## config.mk

```make
export PLATFORM = sky130hd
export DESIGN_NAME = ias_cell
export DESIGN_NICKNAME = d
export VERILOG_FILES = /design/src/rtl/integer_array_sorter_top_defines.svh /design/src/rtl/ias_pkg.sv /design/src/rtl/ias_cell.sv
export SDC_FILE = /design/constraint.sdc
export NUM_CORES = 1
export LEC_CHECK = 0
export BUFFER_PORTS_ARGS = -buffer_cell sky130_fd_sc_hd__clkbuf_2
export CAP_MARGIN = 5
export CORE_MARGIN = 1.5
export CORE_UTILIZATION = 30
export DETAILED_ROUTE_END_ITERATION = 10
export MAX_ROUTING_LAYER = met4
export PLACE_DENSITY = 0.59
export SLEW_MARGIN = 30
export SYNTH_ARGS = -nofsm -noshare
export SYNTH_HDL_FRONTEND = slang
export SYNTH_SLANG_ARGS = --single-unit
```

## constraint.sdc

```tcl
create_clock -name clk -period 4.92 [get_ports clk]
set_input_delay 1.23 -clock clk [delete_from_list [all_inputs] [get_ports clk]]
set_output_delay 1.23 -clock clk [all_outputs]
set_load 0.005 [all_outputs]
```

## src/rtl/integer_array_sorter_top_defines.svh

```systemverilog
// Assertion macros for the sorter top level.
`ifndef INTEGER_ARRAY_SORTER_TOP_DEFINES_SVH
`define INTEGER_ARRAY_SORTER_TOP_DEFINES_SVH

// Same-cycle implication, checked on clk, off during rst.
`define IAS_ASSERT_NOW(label, ante, cons, msg) \
  label: assert property (@(posedge clk) disable iff (rst) (ante) |-> (cons)) \
    else $error(msg);

// Next-cycle implication, checked on clk, off during rst.
`define IAS_ASSERT_NEXT(label, ante, cons, msg) \
  label: assert property (@(posedge clk) disable iff (rst) (ante) |=> (cons)) \
    else $error(msg);

`endif

```

## src/rtl/ias_pkg.sv

```systemverilog
// Types and constants for the integer array sorter.
`timescale 1ns / 1ps

package ias_pkg;

  localparam int CAPACITY = 64;
  localparam int CNT_W    = $clog2(CAPACITY + 1);

  typedef struct packed {
    logic signed [31:0] value;
    logic               last;
  } in_req_t;

  typedef struct packed {
    logic signed [31:0] sorted_value;
    logic               final_res;
    logic               truncated;
  } out_res_t;

  typedef struct packed {
    logic insert;
    logic shift;
  } cell_ctrl_t;

  typedef struct packed {
    logic signed [31:0] value;
    logic               valid;
    logic               lt;
  } cell_link_t;

  typedef enum logic {
    ST_LOAD,
    ST_DRAIN
  } state_t;

endpackage

```

## src/rtl/ias_cell.sv

```systemverilog
// One insertion cell of the sorting chain.
`timescale 1ns / 1ps

module ias_cell (
  input  logic                clk,
  input  logic                rst,
  input  ias_pkg::cell_ctrl_t ctrl,
  input  logic signed [31:0]  new_value,
  input  ias_pkg::cell_link_t left,
  input  ias_pkg::cell_link_t right,
  output ias_pkg::cell_link_t self
);

  logic signed [31:0] value;
  logic               valid;
  logic signed [31:0] value_next;
  logic               valid_next;
  logic               lt;

  // new value goes ahead of this cell (empty cells count as +inf)
  assign lt = !valid || (new_value < value);

  always_comb begin
    value_next = value;
    valid_next = valid;
    if (ctrl.shift) begin
      value_next = right.value;
      valid_next = right.valid;
    end else if (ctrl.insert && lt) begin
      if (left.lt) begin
        value_next = left.value;
        valid_next = left.valid;
      end else begin
        value_next = new_value;
        valid_next = 1'b1;
      end
    end
  end

  always_ff @(posedge clk) begin
    value <= value_next;
    if (rst) begin
      valid <= 1'b0;
    end else begin
      valid <= valid_next;
    end
  end

  assign self.value = value;
  assign self.valid = valid;
  assign self.lt    = lt;

endmodule

```

==> impl_results.md, run 1 <==
* Crit Path Class: in -> out
* Commonest non-fill, non-tap cell in the layout: clkbuf_2
* DIE AREA at 0.008838 mm²
* Reg2reg end: value[5]$_DFFE_PP_
* Area growth syn-to-layout at 34.74%
* Setup TNS at 0 ns
* Final Cycle Share at between 90% and 100%
* Layout net count at between 500 and 600
* Core Area at around 0.0081 mm²
* HP Class: reg -> reg
* Die Ht at about 94 µm
* Pwr Density at ~240 mW/mm²
* Post-place setup slack at about 0.30 ns
* Period minus WS final at 4.611 ns
* Post-detail-place hpwl at approximately 4.9 mm
* # setup viols final at 0
* Commonest non-fill, non-tap cells in the layout: 135 x clkbuf_2, 41 x nand2_1, 35 x o21ai_0
* Remaining Overflow, GRT at 0
* IR drop worst, VDD at 0.1116 mV
* Diodes inserted at 0
* Cell Rows at 33
* Root Buffer Master: clkbuf_8
* Worst slew pin tran at around 0.86 ns
* Drt via density at about 4.6
* H-tree depth at 2
* Via Count at roughly 2300
* Max Clk Rate at about 220 MHz
* Leak at about 0.0018 µW
* Worst-case clock buffer depth at 2
* Via count of the first global-routing pass at ~2200
* Antenna violations before repair at 0
* Initial DRC Count at 44
* Post-Layout Cell Count at 500
* Reg2Reg Depth at 9
* Hold path depth at 2
* Synth warn at 0
* Gr usage total at roughly 15%
* Cell count after synthesis at 262
* CTS clk-pin slew, worst paths at approximately 0.070 ns
* Slew HR at a little over two fifths
* DRC violations left at 0
* Slew Viols, Final at 0
* Latest clock arrival within the worst-skew pair at 0.28 ns
* Post-synthesis cell area at about 0.0025 mm²
* Starting Density at ~31%
* DR pass1 iterations at 4
* PostCTS Resize Cnt at 0
* Biggest area consumer among synthesized cells: edfxtp_1
* Hold Violations, Final at 0
* Placed cell areas at ~0.0033 mm²
* R2r startpoint: value[31]$_DFFE_PP_
* Share of cells above drive strength 1 at a little under two fifths
* Post-route cell area at 0.003348 mm²
* Synth Area per Inst at 9.484 µm²
* Hold wc startpoint: valid$_SDFFE_PP0P_
* Status: finished, final reports clean
* RSZ-0062 raised after global routing: false
* PortBufs at between 100 and 150
* CP required at roughly 3.7 ns
* R2R Setup Slk at approximately 1.8 ns
* # clock sinks at 33
* Yosys top cell area share at between 30% and 40%
* Avg WL per Cell at about 12 µm
* CP Capture Type: primary output
* Synth unique cells at 35
* Global-route wire length before repair at between 9 and 10 mm
* CTS tree: built
* Critical path startpoint category: primary input
* Sequential area share after synthesis at approximately two fifths
* Routed Antenna Nets at 0
* Critical Path Fanout Max at 3
* CTS buffer count at 5
* PnR worst setup slack at roughly 0.3 ns
* Mapped Nets at roughly 400
* Worst Hold End: valid$_SDFFE_PP0P_
* Final wirelength at ~6 mm
* Largest net degree at the start of global routing at 68
* CP Data Arrival Time at 3.38 ns
* Post-CTS Setup Inserts at 0
* Synth Register Bits at 33
* Largest cells by area after synthesis: edfxtp_1 39%, ha_1 16%, mux2i_1 13%
* Placed instance count at between 400 and 500
* Die Width at approximately 94 µm
* Max-cap violations at 0
* Routability cong. at about 0.75
* Hold Buf Count CTS at 0
* Worst Clk Skew at about 0.011 ns
* IO Pins at between 100 and 150
routing by layer:
metal | vias to the layer above | global-route usage (%) | part of all wire [%]
met5 | - | - | 0
met4 | 0 | 3.358 | 0.72
met3 | 6 | 2.751 | 5.7
met2 | 78 | 25.00 | 47
met1 | 995 | 18.41 | 46
li1 | 1198 | - | -
critical path, stage by stage:
cell      delay [ns]
clkbuf_2        0.10
ha_1            0.31
and2_4          0.17
a221o_1         0.33
a22oi_1         0.23
o211ai_1        0.15
or4b_4          0.54
and2_2          0.20
clkbuf_2        0.12
synthesized netlist by cell type:
cell type,number
edfxtp_1,32
o31a_1,1
nand4_1,4
a22oi_1,1
a211oi_1,1
a31o_1,1
or4b_4,1
and2_1,1
buf_4,2
clkbuf_1,8
a221o_1,1
o211ai_1,2
o21a_1,1
ha_1,31
and2_2,1
nor4_1,1
nand3_1,2
o22ai_1,1
a221oi_1,1
inv_1,33
o22a_1,1
dfxtp_1,1
buf_1,3
nand2b_1,1
nor2_1,4
nor3_1,1
a31oi_1,1
and2_4,1
a21o_1,3
a2111oi_0,1
a21oi_1,10
and3_1,1
nand2_1,41
mux2i_1,32
o21ai_0,35
final cells by class:
cell class,count,area [µm²]
clock buffer,8,90.09
fill,843,4786
inverter,33,123.9
multi-input combinational,183,1324
sequential,33,980.9
tap,105,131.4
timing repair buffer,138,698.2
state kept, by name, indices dropped and copies added, names as in the netlist:
signal	cells
valid	1
value	32
metrics by stage:
stage	hold slack [ns]	utilization (%)	total power (µW)
2_1_floorplan	0.5459	-	497.3
3_3_place_gp	0.5839	40.02	599.3
3_5_place_dp	0.6011	40.06	604.7
4_1_cts	0.6135	41.16	822.2
5_1_grt	0.6745	41.16	868.2
6_report	0.6189	41.16	807.8
logic make-up (layout without fill, tap and decap cells):
logic type,after synthesis,in the layout,synth area share (%)
flops,33,33,39.48
compound gates,61,61,14.15
fa+ha+maj,31,31,15.61
buf+inv,46,179,7.251
simple gates,59,59,10.62
mux,32,32,12.89
worst max-delay path by stage:
stage / startpoint / endpoint / depth (start not counted)
2_1_floorplan: new_value[19] / self[0] / 8
3_3_place_gp: new_value[19] / self[0] / 9
3_5_place_dp: new_value[19] / self[0] / 9
4_1_cts: new_value[19] / self[0] / 9
5_1_grt: new_value[31] / self[0] / 10
6_report: new_value[19] / self[0] / 9
power by group:
part / internal [µW] / total, µW / switching [µW] / leakage, µW
Clock: 114 / 214 / 99.4 / 0.0000455
Combinational: 113 / 230 / 117 / 0.00139
Sequential: 348 / 364 / 15.9 / 0.000338
Note: power is estimated with default switching activity, not from simulation.
==> run 2: changes to the inputs <==
--- a/config.mk
+++ b/config.mk
@@ -7,9 +7,9 @@
 export LEC_CHECK = 0
 export BUFFER_PORTS_ARGS = -buffer_cell sky130_fd_sc_hd__clkbuf_2
 export CAP_MARGIN = 5
-export CORE_MARGIN = 1.5
 export CORE_UTILIZATION = 30
 export DETAILED_ROUTE_END_ITERATION = 10
+export HOLD_SLACK_MARGIN = 0.03
 export MAX_ROUTING_LAYER = met4
 export PLACE_DENSITY = 0.59
 export SLEW_MARGIN = 30
==> run 2 against run 1 <==
  * Sequential power hardly changed
  * Die area decreased by 2.1%
  * Highest routed layer unchanged
  * Sequential share of layout area increased by 0.12 points
  * Routed wire length is 2.2% lower
  * Critical path type unchanged
  * Non-clock buffer count stayed put
  * Core utilization rose by 1.1 points
  * Clock power fell by 7%
  * Critical path depth stayed put
  * Fmax up 0.40%
==> impl_results.md, run 2 (synthesis results as in run 1) <==
* Post-detail-place hpwl at 4.755 mm (-2.0%)
* PostCTS Resize Cnt at 0 (unchanged)
* Diodes inserted at 0 (unchanged)
* Remaining Overflow, GRT at 0 (unchanged)
* CP Data Arrival Time at 3.36 ns (-0.02 ns)
* Antenna violations before repair at 0 (unchanged)
* Slew Viols, Final at 0 (unchanged)
* Critical Path Fanout Max at 3 (unchanged)
* Buf/Inv on CP at 2 (unchanged)
* Gr usage total at 14.71% (-0.090 points)
* H-tree depth at 2 (unchanged)
* Via count of the first global-routing pass at 2226 (+1.4%)
* IR drop worst, VDD at 0.1251 mV (+12%)
* Period minus WS final at 4.593 ns (-0.01819 ns)
* Max incr delay on CP at 0.54 ns (about the same)
* Core Area at 0.007888 mm² (-3.0%)
* Layout net count at 529 (unchanged)
* Setup TNS at 0 ns (unchanged)
* Latest clock arrival within the worst-skew pair at 0.28 ns (about the same)
* Die Ht at 93.01 µm (-1.1%)
* Max Clk Rate at 217.7 MHz (+0.40%)
* Die Width at 93.01 µm (-1.1%)
* Pwr Density at 237.8 mW/mm² (-1.4%)
* Commonest non-fill, non-tap cells in the layout: 135 x clkbuf_2, 41 x nand2_1, 35 x o21ai_0
* Largest net degree at the start of global routing at 67 (-1.5%)
* Hold Buf Count CTS at 0 (unchanged)
* Global-route wire length before repair at 9.832 mm (-1.4%)
* Leak at 0.001773 µW (-0.34%)
* Crit Path Class: in -> out
* # clock sinks at 33 (unchanged)
* Critical Path, Cell by Cell: clkbuf_2, ha_1, and2_4, a221o_1, a22oi_1, o211ai_1, or4b_4, and2_2, clkbuf_2
* Share of cells above drive strength 1 at 37.22% (-0.25 points)
* Hold Violations, Final at 0 (unchanged)
* DIE AREA at 0.008651 mm² (-2.1%)
* Commonest non-fill, non-tap cell in the layout: clkbuf_2
* Initial DRC Count at 52 (+18%)
* CP top delay family: simple AND/OR/NAND/NOR gates
* Starting Density at 31.50% (+0.95 points)
* Routability cong. at 0.7541 (+1.1%)
* Most frequent cell on the critical path: clkbuf_2
* Via Count at 2263 (-0.61%)
* Max-cap violations at 0 (unchanged)
* Post-CTS Setup Inserts at 0 (unchanged)
* CP Capture Type: primary output
* Final wirelength at 5.952 mm (-2.2%)
* Avg WL per Cell at 11.98 µm (-1.6%)
* Final Cycle Share at 93.35% (-0.37 points)
* Most flops, register: value
* CP required at 3.69 ns (about the same)
* Power Total at 793.0 µW (-1.8%)
* Slew HR at 41.32% (-1.6 points)
* # setup viols final at 0 (unchanged)
* Fill count at 797 (-5.5%)
* Routed Antenna Nets at 0 (unchanged)
* CTS buffer count at 5 (unchanged)
* IO Pins at 138 (unchanged)
* Largest regs: value: 32 flops, valid: 1 flops
* Footprint of the multi-input gates at 0.001324 mm² (unchanged)
* HP Class: reg -> reg
* Largest register FFs at 32 (unchanged)
* Register area at 980.9 µm² (unchanged)
* Drt via density at 4.553 (about the same)
* RSZ-0062 raised after global routing: false
* CTS clk-pin slew, worst paths at 0.07 ns (about the same)
* Critical path startpoint category: primary input
* Placed cell areas at 0.003254 mm² (-0.12%)
* Worst path slowest cell: or4b_4
* PortBufs at 136 (unchanged)
* Worst slew pin tran at 0.8802 ns (+0.02468 ns)
* CTS tree: built
* Post-route cell area at 0.003334 mm² (-0.41%)
* DRC violations left at 0 (unchanged)
* Cell Rows at 32 (-3.0%)
* Worst-case clock buffer depth at 2 (unchanged)
* Root Buffer Master: clkbuf_8
* Area growth syn-to-layout at 34.19%
* DR pass1 iterations at 4 (unchanged)
* Status: finished, final reports clean
* Worst Clk Skew at 0.002441 ns (-0.008481 ns)
[run 2: through the flow]
step | util (%) | std cells | setup slack, ns | hold WS [ns]
after floorplan | - | 262 | 0.5763 | 0.5459
after global placement | 41.23 | 489 | 0.3319 | 0.5857
after detailed placement | 41.26 | 489 | 0.3281 | 0.5985
after CTS | 42.27 | 497 | 0.3184 | 0.6166
after global routing | 42.27 | 497 | 0.1561 | 0.6681
final | 42.27 | 497 | 0.3273 | 0.6089
[run 2: worst paths after layout]
check	slack, ns	cells after the start	endpoint	startpoint
worst max-delay path	0.33	9	self[0]	new_value[19]
worst min-delay path	0.61	2	valid$_SDFFE_PP0P_	valid$_SDFFE_PP0P_
worst max register to register	1.71	9	value[17]$_DFFE_PP_	value[31]$_DFFE_PP_
worst min register to register	0.61	2	valid$_SDFFE_PP0P_	valid$_SDFFE_PP0P_
[run 2: layout make-up]
cell class / instances / area share, %
multi-input cells: 183 / 39.70
flip-flops and latches: 33 / 29.42
inverters: 33 / 3.715
repair buffers: 138 / 20.94
clock buffers: 8 / 2.401
well taps: 102 / 3.827
[run 2: worst reg2reg max path, cell delays in order (launching register included)]
cell and delay (ns):
edfxtp_1 0.36, inv_1 0.05, ha_1 0.33, nand4_1 0.20, nor4_1 0.46, buf_4 0.19, nand3_1 0.06, o22ai_1 0.25
or4b_4 0.19, a31o_2 0.73
[run 2: where the power goes]
part	switching [µW]	leakage (µW)	internal (µW)
clock	98.6	0.0000395	101
combinational	117	0.00139	114
sequential	15.6	0.000338	348
[run 2: per-layer routing]
metal / wire (µm) / part of all wire (%) / up-vias / GRT usage (%)
met5: 0 / 0 / - / -
met1: 2778 / 47 / 979 / 19.01
li1: - / - / 1196 / -
met2: 2759 / 46 / 83 / 23.77
met4: 48 / 0.81 / 0 / 3.846
met3: 366 / 6.1 / 5 / 2.683
==> run 3: changes to the inputs <==
--- a/config.mk
+++ b/config.mk
@@ -8,10 +8,10 @@
 export BUFFER_PORTS_ARGS = -buffer_cell sky130_fd_sc_hd__clkbuf_2
 export CAP_MARGIN = 5
 export CORE_UTILIZATION = 30
+export CTS_BUF_LIST = sky130_fd_sc_hd__clkbuf_2 sky130_fd_sc_hd__clkbuf_4 sky130_fd_sc_hd__clkbuf_8
 export DETAILED_ROUTE_END_ITERATION = 10
 export HOLD_SLACK_MARGIN = 0.03
 export MAX_ROUTING_LAYER = met4
-export PLACE_DENSITY = 0.59
 export SLEW_MARGIN = 30
 export SYNTH_ARGS = -nofsm -noshare
 export SYNTH_HDL_FRONTEND = slang
==> run 3 against run 2 <==
  * Routed wire length increased by 0.66%
  * Sequential share of layout area decreased by 0.099 points
  * Final cell count unchanged
  * Core utilization increased by 0.14 points
  * First-iteration DRC count decreased by 5.8%
  * Critical path type unchanged
  * Critical endpoint unchanged
  * Largest power group unchanged
  * Highest routed layer unchanged
==> impl_results.md, run 3 (synthesis results as in run 1) <==
* Worst Clk Skew at 0.004761 ns (+0.002319 ns)
* Post-detail-place hpwl at 4.811 mm (+1.2%)
* Post-place setup slack at 0.2902 ns (-0.03788 ns)
* Max-cap violations at 0 (unchanged)
* Worst-case clock buffer depth at 2 (unchanged)
* Die Ht at 93.01 µm (unchanged)
* Post-layout util at 42.42% (+0.14 points)
* P_int at 578.5 µW (+2.9%)
* Via count of the first global-routing pass at 2179 (-2.1%)
* Most frequent cell on the critical path: clkbuf_2
* DIE AREA at 0.008651 mm² (unchanged)
* Register area at 980.9 µm² (unchanged)
* Hold path depth at 2 (unchanged)
* Pwr Density at 241.8 mW/mm² (+1.7%)
* Most flops, register: value
* Logic pwr share at 28.5% (-0.5 points)
* CP top delay family: simple AND/OR/NAND/NOR gates
* Core Area at 0.007888 mm² (unchanged)
* Placed cell areas at 0.003254 mm² (unchanged)
* Commonest non-fill, non-tap cells in the layout: 135 x clkbuf_2, 41 x nand2_1, 35 x o21ai_0
* Slew Viols, Final at 0 (unchanged)
* Layout net count at 529 (unchanged)
* IO Pins at 138 (unchanged)
* Hold Violations, Final at 0 (unchanged)
* PostCTS Resize Cnt at 0 (unchanged)
* Post-CTS Setup Inserts at 0 (unchanged)
* Global-route wire length before repair at 9.694 mm (-1.4%)
* Avg WL per Cell at 12.05 µm (+0.66%)
* CTS tree: built
* Critical Path, Cell by Cell: clkbuf_2, ha_1, and2_4, a221o_1, a22oi_1, o211ai_1, or4b_4, and2_2, clkbuf_2
* CTS clk-pin slew, worst paths at 0.07 ns (about the same)
* Initial DRC Count at 49 (-5.8%)
* Final Cycle Share at 94.10% (+0.75 points)
* Reg2reg end: value[9]$_DFFE_PP_
* DRC violations left at 0 (unchanged)
* Commonest non-fill, non-tap cell in the layout: clkbuf_2
* Via Count at 2279 (+0.71%)
* Starting Density at 31.50% (unchanged)
* Area growth syn-to-layout at 34.64%
* Largest regs: value: 32 flops, valid: 1 flops
* HP Class: reg -> reg
* Period minus WS final at 4.630 ns (+0.03711 ns)
* # clock sinks at 33 (unchanged)
* Reg2Reg Depth at 9 (unchanged)
* PnR worst setup slack at 0.2901 ns (-0.03711 ns)
* Latest clock arrival within the worst-skew pair at 0.28 ns (about the same)
* Final wirelength at 5.991 mm (+0.66%)
* CP Data Arrival Time at 3.40 ns (+0.04 ns)
* Hold wc startpoint: valid$_SDFFE_PP0P_
* CP Capture Type: primary output
* Max incr delay on CP at 0.54 ns (about the same)
* R2R Setup Slk at 1.66 ns (-0.05 ns)
* Largest register FFs at 32 (unchanged)
* Fill count at 815 (+2.3%)
* DR pass1 iterations at 4 (unchanged)
* Antenna violations before repair at 0 (unchanged)
* R2r startpoint: value[31]$_DFFE_PP_
* CP required at 3.69 ns (about the same)
* Setup TNS at 0 ns (unchanged)
* Worst Hold End: valid$_SDFFE_PP0P_
* Routed Antenna Nets at 0 (unchanged)
* Drt via density at 4.586 (+0.71%)
* Die Width at 93.01 µm (unchanged)
* Sequential cell fraction of total power at 44.9% (-0.9 points)
* Post-route cell area at 0.003346 mm² (+0.34%)
* Routability cong. at 0.7182 (-4.8%)
* Largest net degree at the start of global routing at 68 (+1.5%)
* Buf/Inv on CP at 2 (unchanged)
* Diodes inserted at 0 (unchanged)
* IR drop worst, VDD at 0.1365 mV (+9.1%)
* Remaining Overflow, GRT at 0 (unchanged)
* PortBufs at 136 (unchanged)
* Worst path slowest cell: or4b_4
* Leak at 0.001783 µW (+0.58%)
* Status: finished, final reports clean
* CTS buffer count at 5 (unchanged)
* Hold Buf Count CTS at 0 (unchanged)
* Gr usage total at 14.57% (-0.14 points)
* Critical path startpoint category: primary input
* Critical Path Fanout Max at 3 (unchanged)
* Crit Path Class: in -> out
* Share of cells above drive strength 1 at 37.97% (+0.76 points)
* Worst slew pin tran at 0.8761 ns (-0.004074 ns)
* Sw Share at 28.49% (-0.63 points)
* Root Buffer Master: clkbuf_8
* Max Clk Rate at 216.0 MHz (-0.80%)
* H-tree depth at 2 (unchanged)
* Footprint of the multi-input gates at 0.001324 mm² (unchanged)
* Cell Rows at 32 (unchanged)
* RSZ-0062 raised after global routing: false
* # setup viols final at 0 (unchanged)
* Slew HR at 41.59% (+0.27 points)
* Sw Pwr at 230.5 µW (-0.18%)
* Clk network pwr share at 26.6% (+1.5 points)
-- run 3: worst min-delay path, cell delays in order (launching register included) --
cell and delay [ns]:
dfxtp_1 0.34, o211ai_1 0.14, a31oi_1 0.10
-- run 3: final cells by class --
| type | instances | share of cell area, % |
|---|---|---|
| repair buffers | 138 | 20.87 |
| multi-input cells | 183 | 39.57 |
| clock buffers | 8 | 2.730 |
| well taps | 102 | 3.814 |
| inverters | 33 | 3.702 |
| flip-flops and latches | 33 | 29.32 |
-- run 3: worst max-delay path by stage --
| stage | slack (ns) | cells after the start | endpoint | from |
|---|---|---|---|---|
| 5_1_grt | 0.10 | 10 | self[0] | new_value[31] |
| 2_1_floorplan | 0.58 | 8 | self[0] | new_value[19] |
| 4_1_cts | 0.28 | 10 | self[0] | new_value[31] |
| 3_3_place_gp | 0.32 | 9 | self[0] | new_value[19] |
| 6_report | 0.29 | 9 | self[0] | new_value[19] |
| 3_5_place_dp | 0.29 | 10 | self[0] | new_value[31] |
-- run 3: power by group through the flow --
stage	logic (µW)	registers (µW)	clock network, µW
finish	230	363	215
CTS	236	364	224
detailed placement	235	370	0
floorplan	126	371	0
global route	268	368	235
global placement	230	368	0
-- run 3: layer usage --
layer  GRT usage [%]  wire length (µm)
met5               -                 0
met4           3.462                15
met3           2.764               314
met2           24.45              2905
met1           18.14              2756
-- run 3: through the flow --
| step | hold WS [ns] | power, µW | std cells |
|---|---|---|---|
| floorplan | 0.5459 | 497.3 | 262 |
| global placement | 0.5845 | 598.0 | 489 |
| detailed placement | 0.6016 | 605.0 | 489 |
| CTS | 0.6223 | 824.1 | 497 |
| global route | 0.6764 | 871.0 | 497 |
| finish | 0.6187 | 809.0 | 497 |
